$ cat config.mk
export PLATFORM = sky130hd
export DESIGN_NAME = mesh_route_candidate_compute_unit
export DESIGN_NICKNAME = d
export VERILOG_FILES = /design/src/mrcc_pkg.sv /design/src/mrcc_route_logic.sv /design/src/mesh_route_candidate_compute_unit.sv
export SDC_FILE = /design/constraint.sdc
export NUM_CORES = 1
export LEC_CHECK = 0
export BUFFER_PORTS_ARGS = -buffer_cell sky130_fd_sc_hd__buf_2
export CAP_MARGIN = 20
export CORE_MARGIN = 1
export CORE_UTILIZATION = 57
export CTS_CLUSTER_SIZE = 16
export DETAILED_ROUTE_END_ITERATION = 10
export GPL_TIMING_DRIVEN = 1
export PLACE_DENSITY = 0.84
export RECOVER_POWER = 50
export SYNTH_ARGS = -nofsm -noshare
export SYNTH_HDL_FRONTEND = slang
export SYNTH_HIERARCHICAL = 1
export SYNTH_SLANG_ARGS = --single-unit
$ cat constraint.sdc
create_clock -name clk -period 6.1 [get_ports clk]
set_input_delay 0.305 -clock clk [delete_from_list [all_inputs] [get_ports clk]]
set_output_delay 0.305 -clock clk [all_outputs]
set_load 0.005 [all_outputs]
$ cat src/mrcc_pkg.sv
// Shared types and constants for the mesh route candidate compute block.
`timescale 1ns / 1ps

package mrcc_pkg;

    localparam int COORD_W = 4;
    localparam int MODE_W  = 3;
    localparam int DIR_W   = 4;
    localparam int COUNT_W = 2;

    typedef logic [COORD_W-1:0] coord_t;
    typedef logic [DIR_W-1:0]   dir_mask_t;

    // Routing schemes selected by the mode register
    typedef enum logic [MODE_W-1:0] {
        MODE_XY             = 3'd0,
        MODE_WEST_FIRST     = 3'd1,
        MODE_NORTH_LAST     = 3'd2,
        MODE_NEGATIVE_FIRST = 3'd3,
        MODE_ODD_EVEN       = 3'd4,
        MODE_FULLY_ADAPTIVE = 3'd5
    } route_mode_t;

    // Direction bits of the candidate mask
    localparam dir_mask_t DIR_NORTH = 4'b0001;
    localparam dir_mask_t DIR_EAST  = 4'b0010;
    localparam dir_mask_t DIR_SOUTH = 4'b0100;
    localparam dir_mask_t DIR_WEST  = 4'b1000;

    // Header coordinates of one head flit
    typedef struct packed {
        coord_t cur_x;
        coord_t cur_y;
        coord_t src_x;
        coord_t dst_x;
        coord_t dst_y;
    } route_req_t;

    // Routing answer for one head flit
    typedef struct packed {
        logic                 deliver_local;
        dir_mask_t            direction_mask;
        logic [COUNT_W-1:0]   candidate_count;
    } route_rsp_t;

endpackage

$ cat src/mrcc_route_logic.sv
// Combinational route candidate computation for all supported routing schemes.
`timescale 1ns / 1ps

module mrcc_route_logic (
    input  logic [mrcc_pkg::MODE_W-1:0] mode,
    input  mrcc_pkg::route_req_t        req,
    output mrcc_pkg::route_rsp_t        rsp
);
    import mrcc_pkg::*;

    logic      east_of;
    logic      west_of;
    logic      north_of;
    logic      south_of;
    logic      same_col;
    logic      same_row;
    dir_mask_t xy_mask;
    dir_mask_t oe_mask;
    dir_mask_t mask;
    logic [COORD_W:0] cur_x_plus_one;

    // Compare destination against the current node
    assign east_of  = req.dst_x > req.cur_x;
    assign west_of  = req.dst_x < req.cur_x;
    assign south_of = req.dst_y > req.cur_y;
    assign north_of = req.dst_y < req.cur_y;
    assign same_col = req.dst_x == req.cur_x;
    assign same_row = req.dst_y == req.cur_y;
    assign cur_x_plus_one = {1'b0, req.cur_x} + {{COORD_W{1'b0}}, 1'b1};

    // Dimension-order step: X first, then Y
    always_comb
    begin
        if (east_of)
            xy_mask = DIR_EAST;
        else if (west_of)
            xy_mask = DIR_WEST;
        else if (south_of)
            xy_mask = DIR_SOUTH;
        else
            xy_mask = DIR_NORTH;
    end

    // Odd-even turn model: restrict turns by column parity
    always_comb
    begin
        oe_mask = '0;
        if (same_col)
        begin
            oe_mask = north_of ? DIR_NORTH : DIR_SOUTH;
        end
        else if (east_of)
        begin
            if (same_row)
            begin
                oe_mask = DIR_EAST;
            end
            else
            begin
                if (req.cur_x[0] || (req.cur_x == req.src_x))
                    oe_mask = oe_mask | (north_of ? DIR_NORTH : DIR_SOUTH);
                if (req.dst_x[0] || ({1'b0, req.dst_x} != cur_x_plus_one))
                    oe_mask = oe_mask | DIR_EAST;
            end
        end
        else
        begin
            oe_mask = DIR_WEST;
            if (!req.cur_x[0])
            begin
                if (north_of)
                    oe_mask = oe_mask | DIR_NORTH;
                if (south_of)
                    oe_mask = oe_mask | DIR_SOUTH;
            end
        end
    end

    // Select the scheme's candidate set
    always_comb
    begin
        unique case (mode)
            MODE_WEST_FIRST:
            begin
                if (!east_of || same_row)
                    mask = xy_mask;
                else
                    mask = (north_of ? DIR_NORTH : DIR_SOUTH) | DIR_EAST;
            end
            MODE_NORTH_LAST:
            begin
                if (same_col || !south_of)
                    mask = xy_mask;
                else
                    mask = DIR_SOUTH | (west_of ? DIR_WEST : DIR_EAST);
            end
            MODE_NEGATIVE_FIRST:
            begin
                if (east_of && north_of)
                    mask = DIR_NORTH | DIR_EAST;
                else if (west_of && south_of)
                    mask = DIR_SOUTH | DIR_WEST;
                else if (east_of && south_of)
                    mask = DIR_SOUTH;
                else
                    mask = xy_mask;
            end
            MODE_ODD_EVEN:
            begin
                mask = oe_mask;
            end
            MODE_FULLY_ADAPTIVE:
            begin
                if (same_col || same_row)
                    mask = xy_mask;
                else
                    mask = (north_of ? DIR_NORTH : DIR_SOUTH)
                         | (east_of ? DIR_EAST : DIR_WEST);
            end
            default:
            begin
                mask = xy_mask;
            end
        endcase
    end

    // Local delivery overrides any direction
    always_comb
    begin
        rsp.deliver_local   = same_col && same_row;
        rsp.direction_mask  = rsp.deliver_local ? '0 : mask;
        rsp.candidate_count = COUNT_W'($countones(rsp.direction_mask));
    end

endmodule

$ cat src/mesh_route_candidate_compute_unit.sv
// Top level of the mesh route candidate compute block: input and result registers.
// The input register captures each header; the result register then captures its answer and drives the
// output port. Throughput: one head flit per cycle while out_stall is low; the routing logic sits
// between the input register and the result register and is a single pass of comparisons.
// in_stall rises only while both registers are full and the output is stalled.
// Reset (rst_n low, asynchronous) empties both registers and sets the mode to XY.
`timescale 1ns / 1ps

module mesh_route_candidate_compute_unit (
    input  logic                          clk,
    input  logic                          rst_n,
    input  logic                          cfg_valid,
    output logic                          cfg_ready,
    input  logic [mrcc_pkg::MODE_W-1:0]   cfg_data,
    input  logic                          in_valid,
    output logic                          in_stall,
    input  mrcc_pkg::coord_t              cur_x,
    input  mrcc_pkg::coord_t              cur_y,
    input  mrcc_pkg::coord_t              src_x,
    input  mrcc_pkg::coord_t              dst_x,
    input  mrcc_pkg::coord_t              dst_y,
    output logic                          out_valid,
    input  logic                          out_stall,
    output logic                          deliver_local,
    output mrcc_pkg::dir_mask_t           direction_mask,
    output logic [mrcc_pkg::COUNT_W-1:0]  candidate_count
);
    import mrcc_pkg::*;

    logic [MODE_W-1:0] mode_reg;
    logic              req_valid_reg;
    route_req_t        req_reg;
    logic              rsp_valid_reg;
    route_rsp_t        rsp_reg;
    route_rsp_t        rsp_next;
    logic              rsp_load;
    logic              req_load;

    // Mode register: always ready
    assign cfg_ready = 1'b1;

    always_ff @(posedge clk or negedge rst_n)
    begin
        if (!rst_n)
            mode_reg <= MODE_XY;
        else if (cfg_valid && cfg_ready)
            mode_reg <= cfg_data;
    end

    // Pipeline flow control
    assign rsp_load = !rsp_valid_reg || !out_stall;
    assign in_stall = req_valid_reg && !rsp_load;
    assign req_load = in_valid && !in_stall;

    // Input register
    always_ff @(posedge clk or negedge rst_n)
    begin
        if (!rst_n)
            req_valid_reg <= 1'b0;
        else if (!in_stall)
            req_valid_reg <= in_valid;
    end

    always_ff @(posedge clk)
    begin
        if (req_load)
        begin
            req_reg.cur_x <= cur_x;
            req_reg.cur_y <= cur_y;
            req_reg.src_x <= src_x;
            req_reg.dst_x <= dst_x;
            req_reg.dst_y <= dst_y;
        end
    end

    mrcc_route_logic u_route_logic (
        .mode (mode_reg),
        .req  (req_reg),
        .rsp  (rsp_next)
    );

    // Result register: hold while stalled, advance otherwise
    always_ff @(posedge clk or negedge rst_n)
    begin
        if (!rst_n)
            rsp_valid_reg <= 1'b0;
        else if (rsp_load)
            rsp_valid_reg <= req_valid_reg;
    end

    always_ff @(posedge clk)
    begin
        if (rsp_load && req_valid_reg)
            rsp_reg <= rsp_next;
    end

    assign out_valid       = rsp_valid_reg;
    assign deliver_local   = rsp_reg.deliver_local;
    assign direction_mask  = rsp_reg.direction_mask;
    assign candidate_count = rsp_reg.candidate_count;

endmodule

==> metrics.txt, run 1 <==
Post-DP HPWL=2.32 mm; Finished Layout Cells=203; clock root buffer master=clkbuf_4; Max Freq=308 MHz; Ports=38; Syn Nets=169; Final setup viols=0; aggregate global routing overflow=0; Worst Skew=0.0117 ns; r2r setup slk=2.85 ns; sequential share of the synthesized area=0.560; max FFs per register=20; top cells by area, synth=edfxtp_1, dfrtp_1, ha_1; Hold Path Depth=1; most numerous cell in the Yosys netlist=edfxtp_1; crit end category=flip-flop; Die ar.=3150 um2; total negative slack=0 ns; row count=19; origin of the critical flop-to-flop path=req_reg[19]; Synth warnings=6; GPL Wtd Cong=0.901; Slew @ Worst Pin=0.847 ns; crit-path max FO=6; share of layout cells above drive strength 1=0.273; clk buf depth=2; PortBufs=36; chip width=56.1 um; Sink Count=32; min-delay worst type=input pin to flip-flop; Global Route Usage Sum=0.205; vias per std cell=5.82; Yosys top cell area share=0.485; n_diodes=0; starting DRC count in detailed routing=49; CP Class=flip-flop to flip-flop; Syn Area/Cell=12.8 um2; first-pass GRT wire length=4.81 mm; routed len/inst=14.6 um; post-synthesis cell count=130; fin crit period=3.25 ns; Relative slew margins=0.436; Top FF cell, synth=edfxtp_1; nets=210; Max rail drop VDD=0.301 mV; power density over cell area=268 nW/um2; Area Growth Syn to Fin=17.0%; Post-synth EDFFs=27; Die Y=56.1 um; Worst EP arrival=3.33 ns; CTS tree=yes; routed vias=1182; DRC=0; First-pass DRT Iterations=4; cell accounting for the most synthesized area=edfxtp_1; pin count of the biggest net entering global routing=21; Post-synth top cells=edfxtp_1, inv_1, ha_1; fin crit share=0.533; max-slew violation count=0; number of library cell types mapped by synthesis=48; placed cells=194; Post-CTS Resized=0; vias in the first global route=1131; cts bufs inserted=5; core area=2760 um2; Hold Crit Start=cur_x[3]; Synth Cell Area=1670 um2; H-tree levels=2; worst r2r dst=candidate_count[0]; Post-DRT Antenna Nets=0; outcome=finished, final reports clean; reg2reg path depth=10; RSZ-0062 raised after global routing=false; Starting Density=0.606; Clk Latency, worst-skew pair=0.33 ns; MaxCap Viol Count=0; final WL=2.97 mm; Post-CTS Setup Bufs=0; Synth Register Bits=32; CP Launch Type=flip-flop; Worst-path clk slew=0.10 ns; Leak Pwr=0.825 nW; initial antenna violation count=0; hold worst-path end=req_reg[19]; CP Data Required Time=6.18 ns; Async SR Flop Fraction=0.156; endpoints failing hold=0
==> metrics by stage <==
step           worst slack (ns)  hold WS (ns)   util  power [mW]  area [um2]
2_1_floorplan              3.08       0.00941      -       0.344        1670
3_3_place_gp               2.99         0.117  0.679       0.371        1870
3_5_place_dp               2.89         0.122  0.679       0.377        1870
4_1_cts                    2.86         0.126  0.710       0.529        1960
5_1_grt                    2.70         0.119  0.709       0.547        1950
6_report                   2.85         0.142  0.709       0.523        1950
==> power breakdown <==
| group | internal (mW) | switching [mW] | leakage (nW) | total, mW |
|---|---|---|---|---|
| clock network | 0.0836 | 0.0672 | 0.0403 | 0.151 |
| logic | 0.0459 | 0.0516 | 0.468 | 0.0975 |
| registers | 0.262 | 0.0131 | 0.317 | 0.275 |
| total | 0.392 | 0.132 | 0.825 | 0.523 |
==> routing by layer <==
| layer | global-route usage | wire [um] | up-vias |
|---|---|---|---|
| met5 | 0 | 0 | - |
| met4 | 0.0767 | 46 | 0 |
| met3 | 0.0628 | 193 | 8 |
| met2 | 0.357 | 1560 | 59 |
| met1 | 0.237 | 1170 | 550 |
| li1 | - | - | 565 |
==> cell families after synthesis <==
logic type,count (synthesis),synth area share
AOI/OAI and AO/OA,25,0.127
xor gates and xnor gates,8,0.0419
muxes,4,0.0262
and+or+nand+nor,34,0.118
other,1,0.00225
DFF,32,0.560
buffers and inverters,15,0.0367
adders and majority gates,11,0.0869
==> layout by cell type, fill, tap and decap left out, drive strengths merged, types with 3 or more instances in the layout <==
cell	count
ha	10
buf	33
xor2	5
edfxtp	27
xnor2	3
nand4	3
a21oi	4
inv	12
nand2b	4
mux2	3
nor2	6
clkbuf	8
dfrtp	5
nand2	7
==> what timing repair did <==
item,4_1_cts,5_1_grt
hold buffers,1,0
endpoints found under the hold margin,5,0
endpoints found under the setup margin,0,0
==> cell type report <==
cell class,count,area (um2)
clock buffer,5,37.5
tap,31,38.8
multi-input combinational,83,673
sequential,32,936
clock inverter,3,37.5
inverter,12,45.0
timing repair buffer,37,186
fill,204,803
==> critical path, cell delays in order (launching register included) <==
cell	delay, ns
edfxtp_1	0.44
inv_1	0.09
ha_1	0.38
and4b_4	0.24
a211oi_4	0.36
o31ai_2	0.09
and3_4	0.19
o41ai_1	0.47
fa_1	0.46
inv_1	0.06
ha_1	0.22
==> how the worst max path moves through the flow <==
stage / startpoint / endpoint / slack [ns] / depth (start not counted)
floorplan: req_reg[7] / candidate_count[0] / 3.08 / 9
global placement: req_reg[19] / candidate_count[0] / 2.99 / 10
detailed placement: req_reg[19] / candidate_count[0] / 2.89 / 10
CTS: req_reg[19] / candidate_count[0] / 2.86 / 10
global route: req_reg[19] / candidate_count[1] / 2.70 / 11
finish: req_reg[19] / candidate_count[0] / 2.85 / 10
(Power assumes the default switching activity.)
==> run 2, diff against run 1 <==
--- a/config.mk
+++ b/config.mk
@@ -8,11 +8,11 @@
 export BUFFER_PORTS_ARGS = -buffer_cell sky130_fd_sc_hd__buf_2
 export CAP_MARGIN = 20
 export CORE_MARGIN = 1
-export CORE_UTILIZATION = 57
+export CORE_UTILIZATION = 53
 export CTS_CLUSTER_SIZE = 16
 export DETAILED_ROUTE_END_ITERATION = 10
 export GPL_TIMING_DRIVEN = 1
-export PLACE_DENSITY = 0.84
+export PLACE_DENSITY = 0.79
 export RECOVER_POWER = 50
 export SYNTH_ARGS = -nofsm -noshare
 export SYNTH_HDL_FRONTEND = slang
==> constraint.sdc (replaced) <==
create_clock -name clk -period 3.3 [get_ports clk]
set_input_delay 0.165 -clock clk [delete_from_list [all_inputs] [get_ports clk]]
set_output_delay 0.165 -clock clk [all_outputs]
set_load 0.005 [all_outputs]
==> run 2 against run 1 <==
- clock power is 33% higher
- final area is 9.0% higher
- global-route usage is 0.70 points lower
- highest routed layer unchanged
==> metrics.txt, run 2 (synthesis gave the netlist of run 1 again) <==
FILL cells=214 (+4.9%); GPL Wtd Cong=0.980 (+8.7%); Ports=38 (unchanged); initial antenna violation count=0 (unchanged); crit end category=flip-flop; multi-input logic area=699 um2 (+3.9%); most common cell after layout, fill and taps aside=buf_2; H-tree levels=2 (unchanged); DRC=0 (unchanged); CP Class=flip-flop to flip-flop; max FFs per register=20 (unchanged); Relative slew margins=0.441 (+0.00497); n_diodes=0 (unchanged); fin area=2130 um2 (+9.0%); aggregate global routing overflow=0 (unchanged); MaxCap Viol Count=0 (unchanged); Finished Layout Cells=233 (+15%); first-pass GRT wire length=4.84 mm (+0.71%); fin crit share=0.938 (+0.405); Worst Skew=0.00984 ns (-0.00186 ns); Die ar.=3380 um2 (+7.3%); commonest non-fill, non-tap cells in the layout=buf_2, edfxtp_1, dlygate4sd3_1; CP max stage delay=0.54 ns (+0.07 ns); clock root buffer master=clkbuf_4; Final WS setup=0.206 ns (-2.64 ns); Core Util, Final=0.704 (-0.00499); cts bufs inserted=5 (unchanged); starting DRC count in detailed routing=23 (-53%); power density over cell area=429 nW/um2 (+60%); Die Y=58.1 um (+3.6%); First-pass DRT Iterations=4 (unchanged); Max Freq=323 MHz (+5.0%); total negative slack=0 ns (unchanged); min-delay worst type=input pin to flip-flop; routed len/inst=13.9 um (-4.8%); Leak Pwr=0.883 nW (+7.0%); Starting Density=0.552 (-0.0541); Slew @ Worst Pin=0.839 ns (-0.00746 ns); placed cells=210 (+8.2%); CP Launch Type=flip-flop; chip width=58.1 um (+3.6%); Global Route Usage Sum=0.198 (-0.00704); final WL=3.24 mm (+9.3%); Sink Count=32 (unchanged); vias in the first global route=1152 (+1.9%); CP max stage cell=fa_1; share of layout cells above drive strength 1=0.259 (-0.0140); Post-DRT Antenna Nets=0 (unchanged); Reg area=936 um2 (unchanged); endpoints failing hold=0 (unchanged); worst-path cell chain=inv_1 > ha_1 > and4b_4 > a211oi_4 > buf_4 > a2111oi_4 > o41ai_2 > fa_1 > inv_1 > ha_1 > xnor2_1; Worst EP arrival=3.18 ns (-0.15 ns); Max rail drop VDD=0.304 mV (+1.0%); Post-DP HPWL=2.20 mm (-5.0%); nets=227 (+8.1%); WHS=0.0106 ns (-0.132 ns); vias per std cell=5.31 (-8.7%); PortBufs=36 (unchanged); Worst-path clk slew=0.09 ns (about the same); post-layout power=0.914 mW (+75%); RSZ-0062 raised after global routing=false; routed vias=1238 (+4.7%); max-slew violation count=0 (unchanged); pin count of the biggest net entering global routing=21 (unchanged); CP Data Required Time=3.39 ns (-2.79 ns); row count=20 (+1); core area=3030 um2 (+9.8%); pre-CTS WS=0.143 ns (-2.75 ns); Final setup viols=0 (unchanged); fin crit period=3.09 ns (-0.156 ns); dpl cell area=1910 um2 (+2.1%); Clk Latency, worst-skew pair=0.33 ns (about the same); Area Growth Syn to Fin=27.6%; crit-path max FO=5 (-1); clk buf depth=2 (unchanged); outcome=finished, final reports clean; CTS tree=yes
run 2: cell types whose count changed in the layout (fill, tap and decap cells not counted), sizes merged:
cell         delta
clkbuf          +4
bufinv          -1
clkinv          -1
dlygate4sd3    +14
buf             +1
run 2: power by group:
part | internal (mW) | switching (mW) | leakage [nW] | total [mW]
sequential | 0.484 | 0.0237 | 0.317 | 0.508
clock | 0.0817 | 0.119 | 0.0269 | 0.201
combinational | 0.101 | 0.104 | 0.539 | 0.205
run 2: repair_timing:
item	CTS	global route
buffers inserted	0	0
setup endpoints to repair	0	2
resized for setup	0	3
hold buffers	6	9
hold endpoints to repair	10	9
run 2: layout make-up:
cell class | instances | share of cell area
Tap cell | 44 | 0.0258
Clock inverter | 1 | 0.00176
Multi-Input combinational cell | 83 | 0.328
Clock buffer | 7 | 0.0211
Timing Repair Buffer | 54 | 0.163
Inverter | 12 | 0.0211
Sequential cell | 32 | 0.439
run 2: layer usage:
layer | GRT usage | wire [um]
met4 | 0.0952 | 94
met5 | 0 | 0
met1 | 0.225 | 1270
met2 | 0.338 | 1710
met3 | 0.0625 | 163
run 2: worst paths after layout:
| kind | from | endpoint | slack [ns] | cells past startpoint |
|---|---|---|---|---|
| setup reg to reg | req_reg[19] | candidate_count[1] | 0.21 | 11 |
| hold reg to reg | req_valid_reg | out_valid | 0.48 | 1 |
| hold / removal | dst_x[1] | req_reg[5] | 0.01 | 1 |
| setup / recovery | req_reg[19] | candidate_count[1] | 0.21 | 11 |
| max in group asynchronous | rst_n | mode_reg[0] | 2.87 | 2 |
| min in group asynchronous | rst_n | out_valid | 0.22 | 2 |
run 2: critical path: cells and delay by family (launching register included):
family                   cells  cell delay [ns]
flip-flops                   1             0.44
adder cells (fa/ha/maj)      3             1.12
AND/OR/NAND/NOR              1             0.29
buffers and inverters        3             0.31
AO/OA/AOI/OAI                3             0.57
XOR/XNOR                     1             0.12
